File: config.mk
export PLATFORM = sky130hd
export DESIGN_NAME = heat_budget_fire_permit
export DESIGN_NICKNAME = d
export VERILOG_FILES = /design/src/hw/rtl/hbfp_pkg.sv /design/src/hw/rtl/heat_budget_fire_permit.sv /design/src/hw/rtl/hbfp_step.sv
export SDC_FILE = /design/constraint.sdc
export NUM_CORES = 1
export LEC_CHECK = 0
export BUFFER_PORTS_ARGS = -buffer_cell sky130_fd_sc_hd__buf_2
export CAP_MARGIN = 0
export CORE_ASPECT_RATIO = 2
export CORE_MARGIN = 10
export CORE_UTILIZATION = 60
export CTS_BUF_LIST = sky130_fd_sc_hd__clkbuf_8
export DETAILED_ROUTE_END_ITERATION = 10
export HOLD_SLACK_MARGIN = 0.1
export PLACE_DENSITY = 0.79
export RECOVER_POWER = 100
export SYNTH_ARGS = -nofsm -noshare
export SYNTH_HDL_FRONTEND = slang
export SYNTH_HIERARCHICAL = 1
export SYNTH_SLANG_ARGS = --single-unit
File: constraint.sdc
create_clock -name clk -period 36.9 [get_ports clk]
set_input_delay 3.69 -clock clk [delete_from_list [all_inputs] [get_ports clk]]
set_output_delay 3.69 -clock clk [all_outputs]
set_load 0.005 [all_outputs]
File: src/hw/rtl/hbfp_pkg.sv
// hbfp_pkg: shared widths, constants and beat structs for the heat budget fire permit
// depends on nothing; used by hbfp_step and heat_budget_fire_permit
`timescale 1ns / 1ps

package hbfp_pkg;

  localparam int ANGLE_W  = 32;
  localparam int REPORT_W = 16;
  localparam int HEAT_W   = 24;
  localparam int LAG_W    = 8;
  localparam int CFG_W    = 16;
  localparam int CFG_IDX_W = 1;

  // register indexes on the configuration port
  localparam logic [CFG_IDX_W-1:0] CFG_COOL_LIMIT = 1'b0;
  localparam logic [CFG_IDX_W-1:0] CFG_COOL_RATE  = 1'b1;

  // heat is kept in units of 1/200
  localparam logic [HEAT_W-1:0] HEAT_MAX      = 24'd16777215;
  localparam logic [HEAT_W-1:0] HEAT_SCALE    = 24'd200;
  localparam logic [HEAT_W-1:0] SHOT_HEAT     = 24'd2000;
  localparam logic [HEAT_W-1:0] RESYNC_MARGIN = 24'd4000;
  localparam logic [HEAT_W:0]   LIMIT_MARGIN  = 25'd6000;
  localparam logic [LAG_W-1:0]  LAG_TICKS_MAX = 8'd200;
  localparam logic signed [ANGLE_W+1:0] SHOT_STEP = 34'sd40;

  localparam logic [CFG_W-1:0] DEFAULT_LIMIT = 16'd3000;
  localparam logic [CFG_W-1:0] DEFAULT_RATE  = 16'd20;

  // one input beat
  typedef struct packed {
    logic signed [ANGLE_W-1:0] feeder_angle;
    logic [REPORT_W-1:0]       reported_heat;
    logic                      clear_reference;
  } step_in_t;

  // one result beat
  typedef struct packed {
    logic              fire_permitted;
    logic              shot_counted;
    logic [HEAT_W-1:0] heat_estimate;
  } step_out_t;

endpackage

File: src/hw/rtl/heat_budget_fire_permit.sv
// heat_budget_fire_permit: leaky-bucket heat limiter that gates firing per tick
// path: input and result registers; a result beat is offered once its input beat has been
// accepted and has moved on from the input register into the result register
// throughput: one beat per cycle unless out_stall holds a result, set by the hbfp_step update
// reset: synchronous active-low rst_n clears heat, reference angle, lag count,
// both configuration registers and all valid flags; no clearing pass is needed
// depends on hbfp_pkg and hbfp_step
`timescale 1ns / 1ps

module heat_budget_fire_permit (
  input  logic                                 clk,
  input  logic                                 rst_n,
  // input channel
  input  logic                                 in_valid,
  output logic                                 in_stall,
  input  logic signed [hbfp_pkg::ANGLE_W-1:0]  in_feeder_angle,
  input  logic [hbfp_pkg::REPORT_W-1:0]        in_reported_heat,
  input  logic                                 in_clear_reference,
  // result channel
  output logic                                 out_valid,
  input  logic                                 out_stall,
  output logic                                 out_fire_permitted,
  output logic                                 out_shot_counted,
  output logic [hbfp_pkg::HEAT_W-1:0]          out_heat_estimate,
  // configuration port
  input  logic                                 cfg_wr_en,
  input  logic [hbfp_pkg::CFG_IDX_W-1:0]       cfg_index,
  input  logic [hbfp_pkg::CFG_W-1:0]           cfg_wdata
);

  logic [hbfp_pkg::CFG_W-1:0] cool_limit_r;
  logic [hbfp_pkg::CFG_W-1:0] cool_rate_r;
  logic [hbfp_pkg::CFG_W-1:0] limit_eff;
  logic [hbfp_pkg::CFG_W-1:0] rate_eff;

  logic                 in_vld_r;
  hbfp_pkg::step_in_t   in_beat_r;
  logic                 out_vld_r;
  hbfp_pkg::step_out_t  out_beat_r;
  hbfp_pkg::step_out_t  step_result;

  logic out_free;
  logic step_go;
  logic in_take;

  // configuration registers
  always_ff @(posedge clk) begin
    if (!rst_n) begin
      cool_limit_r <= '0;
      cool_rate_r  <= '0;
    end else if (cfg_wr_en) begin
      unique case (cfg_index)
        hbfp_pkg::CFG_COOL_LIMIT: cool_limit_r <= cfg_wdata;
        hbfp_pkg::CFG_COOL_RATE:  cool_rate_r  <= cfg_wdata;
        default: ;
      endcase
    end
  end

  // zero limit selects the default limit and rate
  assign limit_eff = (cool_limit_r == '0) ? hbfp_pkg::DEFAULT_LIMIT : cool_limit_r;
  assign rate_eff  = (cool_limit_r == '0) ? hbfp_pkg::DEFAULT_RATE  : cool_rate_r;

  // pipeline flow control
  assign out_free = ~out_vld_r | ~out_stall;
  assign step_go  = in_vld_r & out_free;
  assign in_stall = in_vld_r & ~out_free;
  assign in_take  = in_valid & ~in_stall;

  // input register
  always_ff @(posedge clk) begin
    if (!rst_n) begin
      in_vld_r <= 1'b0;
    end else if (~in_stall) begin
      in_vld_r <= in_valid;
    end
  end

  always_ff @(posedge clk) begin
    if (in_take) begin
      in_beat_r.feeder_angle    <= in_feeder_angle;
      in_beat_r.reported_heat   <= in_reported_heat;
      in_beat_r.clear_reference <= in_clear_reference;
    end
  end

  // tick state and update logic
  hbfp_step u_step (
    .clk     (clk),
    .rst_n   (rst_n),
    .step_en (step_go),
    .item    (in_beat_r),
    .limit   (limit_eff),
    .rate    (rate_eff),
    .result  (step_result)
  );

  // result register
  always_ff @(posedge clk) begin
    if (!rst_n) begin
      out_vld_r <= 1'b0;
    end else if (out_free) begin
      out_vld_r <= in_vld_r;
    end
  end

  always_ff @(posedge clk) begin
    if (step_go) begin
      out_beat_r <= step_result;
    end
  end

  assign out_valid          = out_vld_r;
  assign out_fire_permitted = out_beat_r.fire_permitted;
  assign out_shot_counted   = out_beat_r.shot_counted;
  assign out_heat_estimate  = out_beat_r.heat_estimate;

endmodule

File: src/hw/rtl/hbfp_step.sv
// hbfp_step: tick state (heat, reference angle, lag count) and its update logic
// depends on hbfp_pkg
`timescale 1ns / 1ps

module hbfp_step (
  input  logic                            clk,
  input  logic                            rst_n,
  input  logic                            step_en,
  input  hbfp_pkg::step_in_t              item,
  input  logic [hbfp_pkg::CFG_W-1:0]      limit,
  input  logic [hbfp_pkg::CFG_W-1:0]      rate,
  output hbfp_pkg::step_out_t             result
);

  logic [hbfp_pkg::HEAT_W-1:0]          heat_r, heat_nxt;
  logic signed [hbfp_pkg::ANGLE_W-1:0]  ref_r, ref_nxt;
  logic [hbfp_pkg::LAG_W-1:0]           lag_r, lag_nxt;

  logic signed [hbfp_pkg::ANGLE_W-1:0]  ref_base;
  logic signed [hbfp_pkg::ANGLE_W+1:0]  ref_plus;
  logic signed [hbfp_pkg::ANGLE_W+1:0]  angle_ext;
  logic                                 shot;
  logic [hbfp_pkg::HEAT_W:0]            heat_add;
  logic [hbfp_pkg::HEAT_W-1:0]          heat_sat;
  logic [hbfp_pkg::HEAT_W-1:0]          rate_ext;
  logic [hbfp_pkg::HEAT_W-1:0]          heat_cool;
  logic [hbfp_pkg::HEAT_W-1:0]          report_scaled;
  logic [hbfp_pkg::HEAT_W-1:0]          report_margin;
  logic [hbfp_pkg::HEAT_W-1:0]          heat_sync;
  logic [hbfp_pkg::LAG_W-1:0]           lag_inc;
  logic [hbfp_pkg::HEAT_W-1:0]          limit_scaled;
  logic                                 over_limit;

  // shot detection against the reference angle, compared without wrap
  always_comb begin
    ref_base  = item.clear_reference ? '0 : ref_r;
    ref_plus  = {{2{ref_base[hbfp_pkg::ANGLE_W-1]}}, ref_base} + hbfp_pkg::SHOT_STEP;
    angle_ext = {{2{item.feeder_angle[hbfp_pkg::ANGLE_W-1]}}, item.feeder_angle};
    shot      = angle_ext > ref_plus;
    ref_nxt   = shot ? item.feeder_angle : ref_base;
  end

  // shot heat with saturation, then cooling clamped at zero
  always_comb begin
    heat_add = {1'b0, heat_r} + (shot ? {1'b0, hbfp_pkg::SHOT_HEAT} : '0);
    heat_sat = heat_add[hbfp_pkg::HEAT_W] ? hbfp_pkg::HEAT_MAX
                                          : heat_add[hbfp_pkg::HEAT_W-1:0];
    rate_ext = {{(hbfp_pkg::HEAT_W-hbfp_pkg::CFG_W){1'b0}}, rate};
    heat_cool = (heat_sat > rate_ext) ? heat_sat - rate_ext : '0;
  end

  // resync to the reported heat and track how long the estimate lags above it
  always_comb begin
    report_scaled = {{(hbfp_pkg::HEAT_W-hbfp_pkg::REPORT_W){1'b0}}, item.reported_heat}
                    * hbfp_pkg::HEAT_SCALE;
    report_margin = report_scaled + hbfp_pkg::RESYNC_MARGIN;
    heat_sync     = (report_scaled > heat_cool) ? report_margin : heat_cool;
    lag_inc       = (report_margin < heat_sync) ? lag_r + 1'b1 : '0;
    if (lag_inc > hbfp_pkg::LAG_TICKS_MAX) begin
      heat_nxt = report_scaled;
      lag_nxt  = '0;
    end else begin
      heat_nxt = heat_sync;
      lag_nxt  = lag_inc;
    end
  end

  // permit unless heat exceeds limit - 30, compared as heat + 30 > limit
  always_comb begin
    limit_scaled = {{(hbfp_pkg::HEAT_W-hbfp_pkg::CFG_W){1'b0}}, limit} * hbfp_pkg::HEAT_SCALE;
    over_limit   = ({1'b0, heat_nxt} + hbfp_pkg::LIMIT_MARGIN) > {1'b0, limit_scaled};
    result.fire_permitted = ~over_limit;
    result.shot_counted   = shot;
    result.heat_estimate  = heat_nxt;
  end

  // state update once per accepted tick
  always_ff @(posedge clk) begin
    if (!rst_n) begin
      heat_r <= '0;
      ref_r  <= '0;
      lag_r  <= '0;
    end else if (step_en) begin
      heat_r <= heat_nxt;
      ref_r  <= ref_nxt;
      lag_r  <= lag_nxt;
    end
  end

endmodule

# Word level (Yosys, flattened, before mapping)

Cells that the tools add are included.

Register bits after elaboration: 173
Latch bits: 0
Bits in writable memories: 0
ROM bits: 0
Input bits: 71
Output and inout port bits: 28
Memories: 0

Add/subtract/negate cells: 6
Multiply operators: 2
Div/mod/pow operators: 0
Magnitude comparators: 6
Equal/unequal tests: 0
Shifts and indexed selects: 0
Mux-type cells: 11
Bitwise operators: 10
Reduce and logical (&&, ||, !) cells: 3

Operators by type and width:

| cell                   | count |
|---|---|
| $mux 24                | 4 |
| $mux 32                | 2 |
| $mul 16x5->21 const B  | 2 |
| $add 32x7->33 const B  | 1 |
| $gt 32x33->1           | 1 |
| $mux 16                | 2 |
| $add 24x13->25 const B | 1 |
| $add 24x25->25         | 1 |
| $gt 25x24->1           | 1 |
| $add 24x12->24 const B | 1 |
| $gt 24x16->1           | 1 |
| $gt 24x24->1           | 1 |
| $lt 24x24->1           | 1 |
| $sub 24x16->24         | 1 |
| $logic_not 16->1       | 1 |
| $mux 8                 | 2 |
| $mux 11                | 1 |
| $add 8x1->8 const B    | 1 |
| $gt 8x8->1 const B     | 1 |
| $not 1->1              | 6 |
| $reduce_and 2->1       | 2 |
| $and 1x1->1            | 3 |
| $or 1x1->1             | 1 |

# Depth between registers and ports, before layout

Depth after elaboration: 17
Gate-level depth with buffers: 93

# Hierarchy

Netlist, hierarchy kept.

By module, submodules not included:

| module                  | instances | cells an instance | area each (µm²) | seq. area each (µm²) |
|---|---|---|---|---|
| hbfp_step               | 1         | 1548              | 11785.1         | 1281.2 |
| heat_budget_fire_permit | 1         | 264               | 3746.1          | 2932.8 |

# Worst setup path before layout

OpenSTA, ideal clock, no wires.

Path type: register to register
Start point: register in_beat_r[0] (netlist name)
End point: register out_beat_r, in the netlist out_fire_permitted (data pin)
Data arrival time: 17.088 ns
Required time: 36.754 ns
Path slack: 19.666 ns
Cell stages (with the launch flop): 90
Buffers on the path: 9
Cell sequence: edfxtp_1 -> clkbuf_1 -> nor4bb_1 -> and4_1 -> and4_1 -> nand3_1 -> nor2_1 -> nand3_1 -> nor2_1 -> nand4_1 -> nor3b_1 -> nand2_1 -> nor3_1 -> nand3_1 -> xnor2_1 -> nand2b_1 -> ha_1 -> nand4_1 -> [54 not listed] -> or2_1 -> nand2_1 -> ha_1 -> a21oi_1 -> nor2b_1 -> o21ai_0 -> nand2b_1 -> a21oi_1 -> nor2b_1 -> o21ai_0 -> nand2b_1 -> a221oi_1 -> o21ai_0 -> a21o_1 -> a21o_1 -> a21oi_1 -> a31oi_1 -> a21oi_1

RTL lines:

| item                 | RTL line                       | source |
|---|---|---|
| from (decl)          | heat_budget_fire_permit.sv:37  | `hbfp_pkg::step_in_t in_beat_r;` |
| to (signal assigned) | heat_budget_fire_permit.sv:109 | `out_beat_r <= step_result;` |
| to (decl)            | heat_budget_fire_permit.sv:39  | `hbfp_pkg::step_out_t out_beat_r;` |

==> summary.md <==
Detailed routing placed a total of 23400 um of wire on met2. Summed over all layers, the routed wires come to 44700 um. The count of final max-slew check failures was 119. For this configuration, the core starts out at a cell density of 60.5%.

The endpoint arrival time on the critical path was 23.29 ns. After Yosys synthesis, and, or, nand and nor cells account for 20.5% of the synthesized area. In the final routed layout, each cell accounts on average for 20.0 um.

The register bit count reported by yosys was 173; the final clock skew was 0.0241 ns. The top cell types in the final layout, fill and taps aside, are 220 x sky130_fd_sc_hd__ha_1, 186 x sky130_fd_sc_hd__inv_1, 167 x sky130_fd_sc_hd__nand2_1, 137 x sky130_fd_sc_hd__nor2_1, 107 x sky130_fd_sc_hd__a21oi_1. The logs give 33100 sq um for the die area and 27.1% for the proportion of synthesized chip area in sequential cells. The synthesized netlist devotes 16.8% of its cell area to compound gates. X dimension of the die: 134 um.

The largest individual stage delay along the critical path comes from the cell sky130_fd_sc_hd__o21ai_0. The longest clock path from root to sink contains 2 buffers. The setup TNS was 0 ns. The run gives 13500 as the total number of vias. STA classifies the critical path startpoint as a register. The overall global routing resource usage is 26.5%, and the post-synthesis area per instance is 8.57 sq um. In this design, the critical path's most frequently occurring cell is sky130_fd_sc_hd__a21oi_1. After detailed routing, the number of remaining DRC violations is 0.

The number of nets handed over by synthesis was 2126. The via count of the first global-routing pass was 13500. The run gives 25700 sq um as the total core area.

The initial antenna violation count is 1. Summed over all nets, the half-perimeter wirelength after detailed placement is 36300 um. The worst reg-to-reg path cell count was 85.

The setup path with the least slack is of type reg -> reg. The clock period minus worst slack is 22.95 ns. The later pin in the worst-skew pair is clocked with a latency of 0.51 ns. The worst hold path was traced through 2 stages. After synthesis, the largest family of logic cells by area is adder cells. Once detail routing completed, the nets flagged for antenna violations numbered 0.

The number of gates resized after CTS was 0. The run gives 4 as the number of H-tree branching levels. Relative to the synthesized area, the layout overhead comes to 6.78%. Once placement completed, the tool counted placed cells totaling 2202. Maximum fanout encountered on the critical timing path: 38. The global-route wire length before repair is 69300 um. The flow ran to the end, but the final reports show violations. The synthesized netlist devotes 6.43% of its cell area to XOR and XNOR gates. The tools report the number of buffers inserted during clock tree synthesis as 17. The warning count from the yosys run was 6; the clock transition at the registers of the reported paths was 0.10 ns. The min-delay analysis places its worst path in the category reg -> reg. For this run, asynchronously set or reset flops after synthesis account for 0%. Of the post-synthesis cell area, the part taken by muxes is 2.05%. Using the TritonRoute via totals, the vias-per-cell ratio works out to 6.03. The longest individual stage delay on the worst path was 0.91 ns. The checks that failed: capacitance limit, slew limit. For this run, the post-layout net count is 2195.

Routed length on met3: 1800 um. The highest metal layer with signal wires was met4. The leading register cell type out of synthesis is sky130_fd_sc_hd__dfxtp_1. The number of clock sinks seen by CTS was 173. Summed over all layers, the global routing overflow is 0.

Synthesis instantiated 104 different standard cells from the library. Cells with a size suffix above 1 make up 8.13% of the layout. The worst setup path is captured at a register. Setup repair after global routing left no endpoint under its margin. Number of iterations in the first detailed-routing pass: 5.

The final worst-path cycle share came out at 62.2%. The run gives 37.24 ns as the required time at the worst-slack endpoint. In this run, post-CTS hold repair placed 0 buffers. The final hold violation count was 0; the final cell count without fillers was 2235.

CTS placed an instance of sky130_fd_sc_hd__clkbuf_8 at the clock tree root. The tool flagged a number of max-cap violations equal to 3. The most common cell after layout, fill and taps aside was sky130_fd_sc_hd__ha_1.

The adder-cell area share of the yosys netlist was 20.7%; the upper clock frequency limit was 0.0436 GHz. The count of flip-flops with a built-in enable after synthesis is 75. TritonCTS built the clock tree. The number of setup buffers added after CTS is 0. The detailed router put a total of 15700 um of wire on met1.

In this run, the number of DRC markers left after iteration 0 of detailed routing was 614. The synthesized instance count was 1812; the number of top-level pins was 99. Setup violations remaining at the end of the flow were counted as 0.

The tools report the remaining max-slew budget at the tightest pin as -144%. Summing every instance area after synthesis gives 15500 sq um. Routability-driven placement finished with a final weighted congestion of 1.02. The initialized floorplan defines 83 standard-cell rows. The number of I/O port buffers was 98. The floorplan step set the die height to 248 um. At the pin with the least slew margin, the transition time is 3.67 ns.

Entering global routing, the biggest net connects 65 pins.
## synth_stat cells, types with 5 or more instances
cell type | number | share of area [%]
sky130_fd_sc_hd__a31oi_1 | 7 | 0.28
sky130_fd_sc_hd__fa_1 | 23 | 3.0
sky130_fd_sc_hd__dfxtp_1 | 98 | 13
sky130_fd_sc_hd__buf_2 | 7 | 0.23
sky130_fd_sc_hd__a22oi_1 | 36 | 1.7
sky130_fd_sc_hd__nor2_1 | 137 | 3.3
sky130_fd_sc_hd__or4_1 | 6 | 0.29
sky130_fd_sc_hd__inv_1 | 186 | 4.5
sky130_fd_sc_hd__nor3_1 | 29 | 0.93
sky130_fd_sc_hd__clkbuf_1 | 45 | 1.1
sky130_fd_sc_hd__ha_1 | 220 | 18
sky130_fd_sc_hd__a21boi_1 | 5 | 0.24
sky130_fd_sc_hd__nor4_1 | 10 | 0.40
sky130_fd_sc_hd__a21boi_0 | 33 | 1.6
sky130_fd_sc_hd__a21oi_1 | 108 | 3.5
sky130_fd_sc_hd__edfxtp_1 | 75 | 15
sky130_fd_sc_hd__xnor2_1 | 66 | 3.7
sky130_fd_sc_hd__nand4_1 | 32 | 1.3
sky130_fd_sc_hd__and2_1 | 23 | 0.93
sky130_fd_sc_hd__xor2_1 | 48 | 2.7
sky130_fd_sc_hd__a211oi_1 | 24 | 1.2
sky130_fd_sc_hd__o21bai_1 | 9 | 0.43
sky130_fd_sc_hd__o21ai_0 | 61 | 2.0
sky130_fd_sc_hd__and3_1 | 15 | 0.60
sky130_fd_sc_hd__a21o_1 | 30 | 1.5
sky130_fd_sc_hd__mux2i_1 | 25 | 1.6
sky130_fd_sc_hd__or3_1 | 6 | 0.24
sky130_fd_sc_hd__o211ai_1 | 10 | 0.48
sky130_fd_sc_hd__nand3_1 | 52 | 1.7
sky130_fd_sc_hd__nand3b_1 | 5 | 0.24
sky130_fd_sc_hd__nor2b_1 | 24 | 0.97
sky130_fd_sc_hd__nand2_1 | 166 | 4.0
sky130_fd_sc_hd__a41oi_1 | 5 | 0.28
sky130_fd_sc_hd__and4_1 | 6 | 0.34
sky130_fd_sc_hd__nand2b_1 | 53 | 2.1
sky130_fd_sc_hd__or2_2 | 8 | 0.32
sky130_fd_sc_hd__o21a_1 | 14 | 0.68
## cells by family after synthesis
logic type               after synthesis
AND/OR/NAND/NOR                      614
AO/OA/AOI/OAI                        389
buffers and inverters                249
adder cells (fa/ha/maj)              243
flip-flops                           173
XOR/XNOR                             114
multiplexers                          30
## per-layer routing
layer | up-vias | track usage, %
met2 | 454 | 49.5
met4 | 0 | 20.9
met3 | 146 | 4.43
met1 | 6358 | 25.0
li1 | 6519 | -
met5 | - | 0
## worst max-delay path, delay by kind of cell, from the launching register on
kind            cells  cell delay [ns]
compound gates     33             8.25
xor+xnor            1             0.18
fa+ha+maj           7             2.05
buf+inv             6             2.19
flops               1             0.37
mux                 1             0.38
simple gates       37             9.28
## layout make-up
type,count,area (sq um)
antenna,1,2.50
clock buffer,18,248
clock inverter,14,168
fill,2321,9070
inverter,187,702
multi-input combinational,1390,10300
sequential,173,4210
tap,340,425
timing repair buffer,112,514
## stage by stage
| stage | util [%] | cell area [sq um] | hold WS, ns | worst slack (ns) |
|---|---|---|---|---|
| 2_1_floorplan | - | 15500 | 0.430 | 19.67 |
| 3_3_place_gp | 63.5 | 16300 | 0.448 | 17.84 |
| 3_5_place_dp | 63.5 | 16300 | 0.455 | 17.05 |
| 4_1_cts | 65.1 | 16700 | 0.467 | 16.99 |
| 5_1_grt | 64.7 | 16600 | 0.499 | 12.09 |
| 6_report | 64.7 | 16600 | 0.466 | 13.95 |
## path summary, 6_finish.rpt
path / from / to / slack [ns]
setup / recovery: in_beat_r[0] / out_fire_permitted / 13.95
setup reg to reg: in_beat_r[0] / out_fire_permitted / 13.95
hold / removal: cool_rate_r[2] / cool_rate_r[2] / 0.47
hold reg to reg: cool_rate_r[2] / cool_rate_r[2] / 0.47
## sequential cells by signal, summed over array words and instances (netlist names)
signal              count
in_beat_r              49
u_step/ref_r           32
out_heat_estimate      24
u_step/heat_r          24
cool_limit_r           16
cool_rate_r            16
u_step/lag_r            8
in_vld_r                1
out_fire_permitted      1
out_shot_counted        1
out_valid               1
Power is left out: the tool's default activity adds up to more than one toggle a clock period on the data nets, which glitch-free logic cannot reach.
